==> config.mk <==
export PLATFORM = sky130hd
export DESIGN_NAME = qrm_round_sat
export DESIGN_NICKNAME = d
export VERILOG_FILES = /design/src/rtl/qrm_pkg.sv /design/src/rtl/qrm_round_sat.sv
export SDC_FILE = /design/constraint.sdc
export NUM_CORES = 1
export LEC_CHECK = 0
export ABC_CLOCK_PERIOD_IN_PS = 3500
export BUFFER_PORTS_ARGS = -buffer_cell sky130_fd_sc_hd__buf_2
export CAP_MARGIN = 15
export CORE_UTILIZATION = 53
export DETAILED_ROUTE_END_ITERATION = 8
export PLACE_DENSITY = 0.76
export SLEW_MARGIN = 15
export SYNTH_ARGS = -nofsm -noshare
export SYNTH_HDL_FRONTEND = slang
export SYNTH_SLANG_ARGS = --single-unit
==> constraint.sdc <==
create_clock -name clk -period 3.5 [get_ports clk]
set_input_delay 1.05 -clock clk [delete_from_list [all_inputs] [get_ports clk]]
set_output_delay 1.05 -clock clk [all_outputs]
set_load 0.05 [all_outputs]
==> src/rtl/qrm_pkg.sv <==
package qrm_pkg;

  // default component width, signed fixed point with width - 2 fraction bits
  localparam int COMP_WIDTH_DEF = 16;

  // register stages from input transfer to output register
  localparam int STAGES = 7;

  typedef logic [STAGES-1:0] stage_vec_t;

  // operation codes
  localparam logic OP_ROTATE   = 1'b0;
  localparam logic OP_MULTIPLY = 1'b1;

  // configuration register map, word index
  localparam int        ADDR_W   = 4;
  localparam int        DATA_W   = 32;
  localparam logic [1:0] REG_Q_W = 2'd0;
  localparam logic [1:0] REG_Q_X = 2'd1;
  localparam logic [1:0] REG_Q_Y = 2'd2;
  localparam logic [1:0] REG_Q_Z = 2'd3;

  // second product t * conj(q): for rotated x, y, z (rows) and t term (column),
  // which q component multiplies and whether the term is subtracted
  localparam int ROT_QIDX [3][4] = '{'{1, 0, 3, 2}, '{2, 3, 0, 1}, '{3, 2, 1, 0}};
  localparam bit ROT_NEG  [3][4] = '{'{1, 0, 1, 0}, '{1, 0, 0, 1}, '{1, 1, 0, 0}};

endpackage

==> src/rtl/qrm_round_sat.sv <==
module qrm_round_sat #(
  parameter int COMPONENT_WIDTH = qrm_pkg::COMP_WIDTH_DEF
) (
  input  logic                                clk,
  input  qrm_pkg::stage_vec_t                 stage_en,
  input  logic                                op_i,
  input  logic signed [3*COMPONENT_WIDTH+2:0] acc_i [4],
  output logic signed [COMPONENT_WIDTH-1:0]   comp_o [4],
  output logic                                sat_o
);

  localparam int W    = COMPONENT_WIDTH;
  localparam int FRAC = W - 2;
  localparam int RW   = 3 * W + 3;
  localparam logic signed [RW-1:0] HALF_MUL = RW'(1) <<< (FRAC - 1);
  localparam logic signed [RW-1:0] HALF_ROT = RW'(1) <<< (2 * FRAC - 1);
  localparam logic signed [RW-1:0] SAT_MAX  = (RW'(1) <<< (W - 1)) - RW'(1);
  localparam logic signed [RW-1:0] SAT_MIN  = -SAT_MAX - RW'(1);

  logic signed [RW-1:0] sum [4];
  logic signed [RW-1:0] rnd_nxt [4];
  logic signed [RW-1:0] rnd_r [4];
  logic signed [W-1:0]  comp_nxt [4];
  logic                 sat_nxt;
  logic signed [W-1:0]  comp_r [4];
  logic                 sat_r;

  // round half up, shift depends on the operation
  always_comb begin
    for (int k = 0; k < 4; k++) begin
      if (op_i == qrm_pkg::OP_MULTIPLY) begin
        sum[k]     = acc_i[k] + HALF_MUL;
        rnd_nxt[k] = sum[k] >>> FRAC;
      end else begin
        sum[k]     = acc_i[k] + HALF_ROT;
        rnd_nxt[k] = sum[k] >>> (2 * FRAC);
      end
    end
  end

  // stage 6
  always_ff @(posedge clk) begin
    if (stage_en[5]) begin
      for (int k = 0; k < 4; k++) begin
        rnd_r[k] <= rnd_nxt[k];
      end
    end
  end

  // clamp to the component range
  always_comb begin
    sat_nxt = 1'b0;
    for (int k = 0; k < 4; k++) begin
      if (rnd_r[k] > SAT_MAX) begin
        comp_nxt[k] = SAT_MAX[W-1:0];
        sat_nxt     = 1'b1;
      end else if (rnd_r[k] < SAT_MIN) begin
        comp_nxt[k] = SAT_MIN[W-1:0];
        sat_nxt     = 1'b1;
      end else begin
        comp_nxt[k] = rnd_r[k][W-1:0];
      end
    end
  end

  // stage 7: output register
  always_ff @(posedge clk) begin
    if (stage_en[6]) begin
      sat_r <= sat_nxt;
      for (int k = 0; k < 4; k++) begin
        comp_r[k] <= comp_nxt[k];
      end
    end
  end

  assign comp_o = comp_r;
  assign sat_o  = sat_r;

endmodule

# --- Word-level counts from Yosys, hierarchy flattened ---
# Memories as Yosys holds them, arrays and structs flattened.
# Cells that the tools add are included.
classes:
  n_addsub: 8
  n_mul: 0
  div: 0
  n_lt_le_gt_ge: 8
  n_eq_ne: 0
  shift: 0
  muxes: 11
  bitwise_logic: 0
  reduce_logical: 1
op_table:
  columns: ["cell", "count"]
  rows:
  - ["adder 51 x 15 -> 51 bit (second input constant)", 4]
  - ["adder 51 x 29 -> 51 bit (second input constant)", 4]
  - ["> comparator 51 x 16 -> 1 bit (second input constant)", 4]
  - ["< comparator 51 x 16 -> 1 bit (second input constant)", 4]
  - ["two-way mux 51 bit", 4]
  - ["two-way mux 16 bit", 4]
  - ["OR reduction 7 bit", 1]
  - ["two-way mux 1 bit", 3]
totals:
  reg_bits: 65
  latchBits: 0
  mem_bits_rw: 204
  mem_bits_ro: 0
  input_bits: 213
  word_cells: 34
  memories: 1
memory_table:
  columns: ["memory", "depth", "word_bits", "read_ports", "rd_ports_with_merged_regs", "wr", "line", "text"]
  rows:
  - ["rnd_r", 4, 51, 4, 0, 4, "qrm_round_sat.sv:22", "logic signed [RW-1:0] rnd_r [4];"]

# --- Longest topological paths before layout ---
# Gate-level depths: netlist of the first run.
logic_depth:
  ltp_word: 2
  ltp_mapped: 8

# --- Least setup slack after synthesis of the first run ---
# No wires, ideal clock.
synth_path:
  path_type: "input port to flip-flop"
  start: "input port acc_i[133] (netlist bit)"
  end: "memory rnd_r[1][25] (netlist bit), data pin"
  setup_ns: 0.268
  arrival_ns: 2.599
  t_required_ns: 3.232
  slack_ns: 0.632
  cell_stages: 7
  cell_sequence: "clkbuf_2 > nand4_1 > or3_4 > nor4_4 > mux2i_1 > buf_2 > o21ai_0"
synth_lines:
  columns: ["element", "line", "text"]
  rows:
  - ["start, declared", "qrm_round_sat.sv:7", "input logic signed [3*COMPONENT_WIDTH+2:0] acc_i [4],"]
  - ["end, declared", "qrm_round_sat.sv:22", null]

==> results.cfg, run 1 <==
[status]
status = complete, no violations

[power_and_ir_drop]
power_frac_clock = 0.368
swShare = 0.2657
p_seq_frac = 0.476
p_int_w = 0.004915
switching_power_w = 0.001778
pwr-share-comb = 0.156
power_per_cell_area_nw_per_um2 = 433.6
p_leak_nw = 5.585
peakVddDrop_mv = 0.2622

[floorplan]
die_w_um = 159.9
die_h_um = 159.9
row_count = 57
die_area_um2 = 25560
core_area_um2 = 24390
pin_count = 278
start_util = 0.5415

[timing]
fin_skew_ns = 0.009258
fin_crit_sh = 0.7663
max_freq_mhz = 372.8
tightest_slew_ns = 0.8581
drv_slew = 0
relSlewSlack = 0.4227
finalSetupViolCount = 0
grt_setup_unrepaired = no
fin_setup_tns_ns = 0
hold_viol_final = 0
min_period_ns = 2.682

[grt]
grt-ovfl-total = 0
grt_pass1_vias = 9739
antenna_found_initial = 0
grt_max_degree = 81
grt.total_usage = 0.2513
grt_pass1_wl_um = 51250

[yosys]
synth_edf_count = 213
yosysMostFrequentCell = nand2_1
ys_warn_count = 0
synth.ff_latch_count = 213
synth.net_count = 1530
syn-instance-count = 1309
postSynth.asyncResetShare = 0
synth_common_cells = nand2_1 (215), edfxtp_1 (213), xor2_1 (118)
synth.top_cell.area_share = 0.4843
ys_seq_area_frac = 0.4843
synth_area_leaders = edfxtp_1 (48%), xor2_1 (7.8%), xnor2_1 (7.2%), nand2_1 (6.1%), nand4_1 (3.3%)
ys_types = 49
synth_area_um2 = 13210
ys.flop_type = edfxtp_1
syn_area_per_cell_um2 = 10.09
yosys.area.top_type = edfxtp_1

[route]
drt_pass1_iterations = 6
detail_route.wirelength_um = 32530
viasPerCell = 5.616
avgRoutedWirePerCell_um = 17.63
drt-initial-drc-count = 897
drtAntennaViolNets = 0
vias = 10360
drc_errors = 0

[final_layout]
fill_cells = 2042
area_growth_pct = 16.86
instances_no_fill = 1845
drive_above_1_share = 0.2209
antenna_cells = 0
layout.nets = 1727

[clocking]
tritoncts = yes
path_clk_slew_ns = 0.07
cts_setup_buffers = 0
cts_made_buffers = 22
clock_sinks = 213
cts-root-buf = clkbuf_16
h-tree-depth = 1
cts_buffer_depth = 3
clock_latency_ns = 0.50
cts_hold_buf = 0
cts_resized = 0

[min_path]
hold_path_class = flop to flop

[place]
hpwlAfterDp_um = 24250
io_buffers = 220
globalplace.congestion = 0.9306
placedCellCount = 1806

[worst_setup_path]
worstPathMaxFanout = 14
start_kind = primary input
arrival_ns = 2.93
critPathKind = primary input to flop
required_ns = 3.75
critPathCaptureType = flop

[job]
max-cap-violations = 0
[registers in the layout, summed over array words and instances, names as in the netlist]
signal  count
rnd_r     148
comp_o     64
sat_o       1
[metrics by stage]
| stage | hold WS, ns | instance area (um^2) | setup WS (ns) | total power [W] | utilization |
|---|---|---|---|---|---|
| detailed placement | 0.4984 | 14670 | 0.3152 | 0.004278 | 0.6014 |
| CTS | 0.5127 | 15430 | 0.8322 | 0.006730 | 0.6328 |
| global route | 0.5261 | 15430 | 0.6617 | 0.006927 | 0.6328 |
| finish | 0.5100 | 15430 | 0.8178 | 0.006693 | 0.6328 |
| global placement | 0.4974 | 14670 | 0.3402 | 0.004256 | 0.6014 |
| floorplan | 0.4912 | 13210 | 0.6324 | 0.003848 | - |
[kinds of logic after synthesis]
| kind of cell | synth area share |
|---|---|
| buffers and inverters | 0.03050 |
| AOI/OAI and AO/OA | 0.05978 |
| adders and majority gates | 0.007579 |
| muxes | 0.02842 |
| xor gates and xnor gates | 0.1499 |
| DFF | 0.4843 |
| and+or+nand+nor | 0.2396 |
[critical path, stage by stage]
cell,delay (ns)
buf_2,0.14
nand3_2,0.18
or3_4,0.51
nor4_4,0.39
mux2i_1,0.22
buf_4,0.19
a21bo_2,0.24
[routing by layer]
layer	up-vias	track usage	part of all wire	routed length (um)
li1	5114	-	-	-
met4	0	0.07100	0.024	765
met1	4764	0.3542	0.44	14200
met3	53	0.02078	0.073	2390
met2	431	0.4168	0.47	15180
met5	-	0	0	0
[final timing paths]
path                                   start      endpoint  slack [ns]  cells past startpoint
worst min register to register   rnd_r[0][2]    comp_o[50]        0.51                      2
worst min-delay path             rnd_r[0][2]    comp_o[50]        0.51                      2
worst max register to register  rnd_r[0][18]         sat_o        1.10                      6
worst max-delay path              acc_i[131]  rnd_r[1][31]        0.82                      7
[cell type report]
cell class / count / area [um^2] / share of cell area
clock inverter: 15 / 186.4 / 0.01208
clock buffer: 24 / 579.3 / 0.03753
sequential: 213 / 6396 / 0.4144
inverter: 16 / 60.06 / 0.003891
multi-input combinational: 1002 / 6415 / 0.4156
timing repair buffer: 251 / 1393 / 0.09022
tap: 324 / 405.4 / 0.02626
[power groups by stage]
stage	combinational, W	sequential, W	clock, W
5_1_grt	0.00113	0.00321	0.00259
3_5_place_dp	0.00104	0.00324	0
6_report	0.00104	0.00319	0.00246
3_3_place_gp	0.00103	0.00323	0
4_1_cts	0.00104	0.00319	0.00250
2_1_floorplan	0.000429	0.00342	0
[placed cells by master, fill, tap and decap left out, types with 21 or more instances in the layout]
master / instances
clkbuf_16: 23
nor4_1: 33
xor2_1: 118
xnor2_1: 108
buf_4: 28
edfxtp_1: 213
o21ai_0: 78
o21ai_1: 22
buf_2: 218
nand2_1: 215
mux2i_1: 33
nand3_1: 69
nor2_1: 91
and3_1: 21
nand4_1: 70
nor3_1: 37
(Power assumes the default switching activity.)
==> run 2: changes to the inputs <==
--- a/config.mk
+++ b/config.mk
@@ -5,10 +5,10 @@
 export SDC_FILE = /design/constraint.sdc
 export NUM_CORES = 1
 export LEC_CHECK = 0
-export ABC_CLOCK_PERIOD_IN_PS = 3500
+export ABC_CLOCK_PERIOD_IN_PS = 2460
 export BUFFER_PORTS_ARGS = -buffer_cell sky130_fd_sc_hd__buf_2
 export CAP_MARGIN = 15
-export CORE_UTILIZATION = 53
+export CORE_UTILIZATION = 51
 export DETAILED_ROUTE_END_ITERATION = 8
 export PLACE_DENSITY = 0.76
 export SLEW_MARGIN = 15
==> constraint.sdc (replaced) <==
create_clock -name clk -period 2.46 [get_ports clk]
set_input_delay 0.738 -clock clk [delete_from_list [all_inputs] [get_ports clk]]
set_output_delay 0.738 -clock clk [all_outputs]
set_load 0.05 [all_outputs]
==> run 2 against run 1 <==
Against the previous run: register-to-register slack got worse by 0.94 ns; combinational power grew 58%; critical endpoint is now sat_o; critical path depth shrank 1.
==> results.cfg, run 2 (synthesis results as in run 1) <==
[floorplan]
die_area_um2 = 26540
core_area_um2 = 25330
row_count = 58
die_w_um = 162.9
die_h_um = 162.9
pin_count = 278
start_util = 0.5215

[timing]
finalHoldWorstSlack_ns = 0.5178
finalSetupViolCount = 0
tightest_slew_ns = 0.4710
fin_skew_ns = 0.01423
relSlewSlack = 0.6831
fin_setup_tns_ns = 0
hold_viol_final = 0
min_period_ns = 2.296
fin_crit_sh = 0.9333
max_freq_mhz = 435.6
grt_setup_unrepaired = no
drv_slew = 0

[clocking]
cts-root-buf = clkbuf_16
tritoncts = yes
cts_made_buffers = 22
h-tree-depth = 1
clock_sinks = 213
path_clk_slew_ns = 0.07
cts_buffer_depth = 3
cts_hold_buf = 0
cts_setup_buffers = 0
clock_latency_ns = 0.51
cts_resized = 0

[place]
io_buffers = 220
globalplace.congestion = 0.9375
hpwlAfterDp_um = 26830

[final_layout]
area_growth_pct = 25.61
drive_above_1_share = 0.2869
largest_register_ffs = 148
fill_cells = 2028
fin_util = 0.6550
regMostFlops = rnd_r
layout.nets = 1872
final_cell_mix = buf_2 (218), nand2_1 (215), edfxtp_1 (213)
antenna_cells = 0
final_common_cell = buf_2

[route]
vias = 10990
detail_route.wirelength_um = 34420
drc_errors = 0
viasPerCell = 5.507
avgRoutedWirePerCell_um = 17.24
drtAntennaViolNets = 0
drt-initial-drc-count = 821
drt_pass1_iterations = 5

[worst_setup_path]
start_kind = flop
r2r_cells = 6
startpoint = rnd_r[0][19]
r2r_start = rnd_r[0][19]
critPathCaptureType = flop
r2r_slack_ns = 0.16
regToRegEndpoint = sat_o
critPathKind = flop to flop
arrival_ns = 2.54
worstPathMaxFanout = 2
required_ns = 2.70

[grt]
grt_max_degree = 66
grt-ovfl-total = 0
grt_pass1_vias = 10590
antenna_found_initial = 0
grt_pass1_wl_um = 53710
grt.total_usage = 0.2576

[min_path]
worstHoldPathCells = 2
hold_path_class = flop to flop
hold_start = rnd_r[1][9]
holdPathEnd = comp_o[41]

[status]
status = complete, no violations

[power_and_ir_drop]
p_leak_nw = 6.289
peakVddDrop_mv = 0.4836
power_per_cell_area_nw_per_um2 = 584.3

[job]
max-cap-violations = 0
## run 2: power by group
part	switching [W]	internal, W
Combinational	0.00106	0.000584
Clock	0.00138	0.00213
Sequential	0.000140	0.00439
## run 2: worst max path at each step
stage,endpoint,depth (start not counted)
2_1_floorplan,rnd_r[0][35],7
3_3_place_gp,rnd_r[0][33],8
3_5_place_dp,rnd_r[0][33],8
4_1_cts,sat_o,6
5_1_grt,sat_o,6
6_report,sat_o,6
## run 2: routing by layer
metal | up-vias | track usage | part of all wire
met5 | - | 0 | 0
met4 | 0 | 0.07094 | 0.022
met3 | 52 | 0.01884 | 0.055
met2 | 368 | 0.4515 | 0.50
met1 | 5155 | 0.3426 | 0.43
li1 | 5417 | - | -
## run 2: final cells by class
| cell class | instances | area (um^2) | area share |
|---|---|---|---|
| multi-input cells | 1002 | 6416 | 0.3868 |
| flip-flops and latches | 213 | 6396 | 0.3855 |
| repair buffers | 396 | 2544 | 0.1533 |
| clock buffers | 27 | 590.6 | 0.03560 |
| well taps | 330 | 412.9 | 0.02489 |
| clock inverters | 12 | 170.2 | 0.01026 |
| inverters | 16 | 60.06 | 0.003620 |
## run 2: critical path, stage by stage, from the launching register on
cell      delay [ns]
edfxtp_1        0.42
nor4_1          0.33
buf_4           0.18
nand4_1         0.13
o41ai_4         0.32
nand4_1         0.22
or4_1           0.43
## run 2: stage by stage
stage / total power (W) / setup WS [ns] / std cells / cell area, um^2
2_1_floorplan: 0.005476 / 0.002532 / 1309 / 13220
3_3_place_gp: 0.006204 / -0.1108 / 1957 / 15830
3_5_place_dp: 0.006247 / -0.1560 / 1957 / 15830
4_1_cts: 0.009743 / 0.1286 / 1996 / 16590
5_1_grt: 0.01004 / 0.04789 / 1996 / 16590
6_report: 0.009693 / 0.1641 / 1996 / 16590
==> run 3: changes to the inputs <==
--- a/config.mk
+++ b/config.mk
@@ -8,6 +8,7 @@
 export ABC_CLOCK_PERIOD_IN_PS = 2460
 export BUFFER_PORTS_ARGS = -buffer_cell sky130_fd_sc_hd__buf_2
 export CAP_MARGIN = 15
+export CORE_ASPECT_RATIO = 1.5
 export CORE_UTILIZATION = 51
 export DETAILED_ROUTE_END_ITERATION = 8
 export PLACE_DENSITY = 0.76
==> run 3 against run 2 <==
Against the previous run: setup slack worse by 0.034 ns; critical path type unchanged; first-iteration DRC count down 12%; die area about the same; flip-flop and latch count unchanged; non-clock buffer count down 7; largest power group unchanged; utilization down 0.32 points; combinational power about the same.
==> results.cfg, run 3 (synthesis results as in run 1) <==
[route]
drc_errors = 0
avgRoutedWirePerCell_um = 17.43
drtAntennaViolNets = 0
detail_route.wirelength_um = 34590
drt_pass1_iterations = 6
viasPerCell = 5.552
drt-initial-drc-count = 724
vias = 11020

[clocking]
path_clk_slew_ns = 0.07
cts_made_buffers = 20
clock_sinks = 213
cts_setup_buffers = 0
cts_resized = 0
tritoncts = yes
cts-root-buf = clkbuf_16
cts_hold_buf = 0
clock_latency_ns = 0.50
h-tree-depth = 1
cts_buffer_depth = 3

[floorplan]
core_area_um2 = 25230
die_area_um2 = 26560
row_count = 71
pin_count = 278
start_util = 0.5235
die_h_um = 199.1
die_w_um = 133.4

[worst_setup_path]
cpPeakStageDelay_ns = 0.48
crit_buf_inv = 0
r2r_slack_ns = 0.13
start_kind = flop
cpMaxStageDelayCell = or4_1
required_ns = 2.70
worstPathMaxFanout = 4
crit_chain = nor4_1 -> nand4_1 -> o41ai_4 -> nand2_1 -> or4_1
crit_family = simple AND/OR/NAND/NOR gates
critPathKind = flop to flop
arrival_ns = 2.57
critPathCaptureType = flop

[final_layout]
final_common_cell = buf_2
antenna_cells = 0
layout.nets = 1863
ff_latch_area_um2 = 6396
multi_input_area_um2 = 6429
largest_register_ffs = 148
fill_cells = 2007
drive_above_1_share = 0.2862
area_growth_pct = 24.51
fin_util = 0.6518
final_cell_mix = buf_2 (218), nand2_1 (215), edfxtp_1 (213)
regMostFlops = rnd_r
instances_no_fill = 1984

[place]
hpwlAfterDp_um = 27370
placedCellCount = 1948
io_buffers = 220
globalplace.congestion = 0.9571

[status]
status = complete, no violations

[grt]
grt-ovfl-total = 0
grt_pass1_wl_um = 53920
grt_max_degree = 53
antenna_found_initial = 0
grt.total_usage = 0.2606
grt_pass1_vias = 10650

[timing]
max_freq_mhz = 429.3
grt_setup_unrepaired = no
hold_viol_final = 0
fin_skew_ns = 0.01939
finalHoldWorstSlack_ns = 0.5118
min_period_ns = 2.330
finalSetupViolCount = 0
fin_crit_sh = 0.9470
relSlewSlack = 0.7019
tightest_slew_ns = 0.4425
drv_slew = 0

[job]
max-cap-violations = 0

[power_and_ir_drop]
p_leak_nw = 6.202
swShare = 0.2798
peakVddDrop_mv = 0.4050
pwr-share-comb = 0.178
p_seq_frac = 0.489
switching_power_w = 0.002593
power_per_cell_area_nw_per_um2 = 563.5
power_frac_clock = 0.333
p_int_w = 0.006674

[min_path]
hold_path_class = flop to flop
[run 3: stage by stage]
| step | power (W) | area (um^2) | setup slack [ns] | TNS (ns) |
|---|---|---|---|---|
| floorplan | 0.005476 | 13220 | 0.002532 | 0 |
| global placement | 0.006204 | 15790 | -0.1741 | -1.483 |
| detailed placement | 0.006252 | 15790 | -0.1906 | -2.079 |
| CTS | 0.009316 | 16440 | 0.07165 | 0 |
| global route | 0.009593 | 16440 | 0.02619 | 0 |
| finish | 0.009267 | 16440 | 0.1304 | 0 |
[run 3: area by class of cell]
type,count,area share
multi-input cells,1002,0.3909
flip-flops and latches,213,0.3890
repair buffers,389,0.1515
clock buffers,22,0.03218
well taps,328,0.02496
clock inverters,14,0.007837
inverters,16,0.003652
[run 3: power by group through the flow]
stage	Sequential [W]	Combinational, W	Clock [W]
floorplan	0.00486	0.000612	0
global placement	0.00459	0.00162	0
detailed placement	0.00460	0.00165	0
CTS	0.00453	0.00165	0.00313
global route	0.00456	0.00178	0.00326
finish	0.00453	0.00165	0.00309
[run 3: worst min-delay path, cell delays in order (launching register included)]
cell      delay [ns]
edfxtp_1        0.32
nand2_1         0.04
nand2_1         0.05
[run 3: worst paths after layout]
kind                start         end  cells past startpoint
min          rnd_r[0][10]  comp_o[58]                      2
min reg2reg  rnd_r[0][10]  comp_o[58]                      2
max          rnd_r[3][23]       sat_o                      5
max reg2reg  rnd_r[3][23]       sat_o                      5
[run 3: routing by layer]
| layer | GRT usage | share of wire |
|---|---|---|
| met2 | 0.5002 | 0.53 |
| met3 | 0.01852 | 0.047 |
| met1 | 0.2868 | 0.37 |
| met5 | 0 | 0 |
| met4 | 0.1305 | 0.050 |
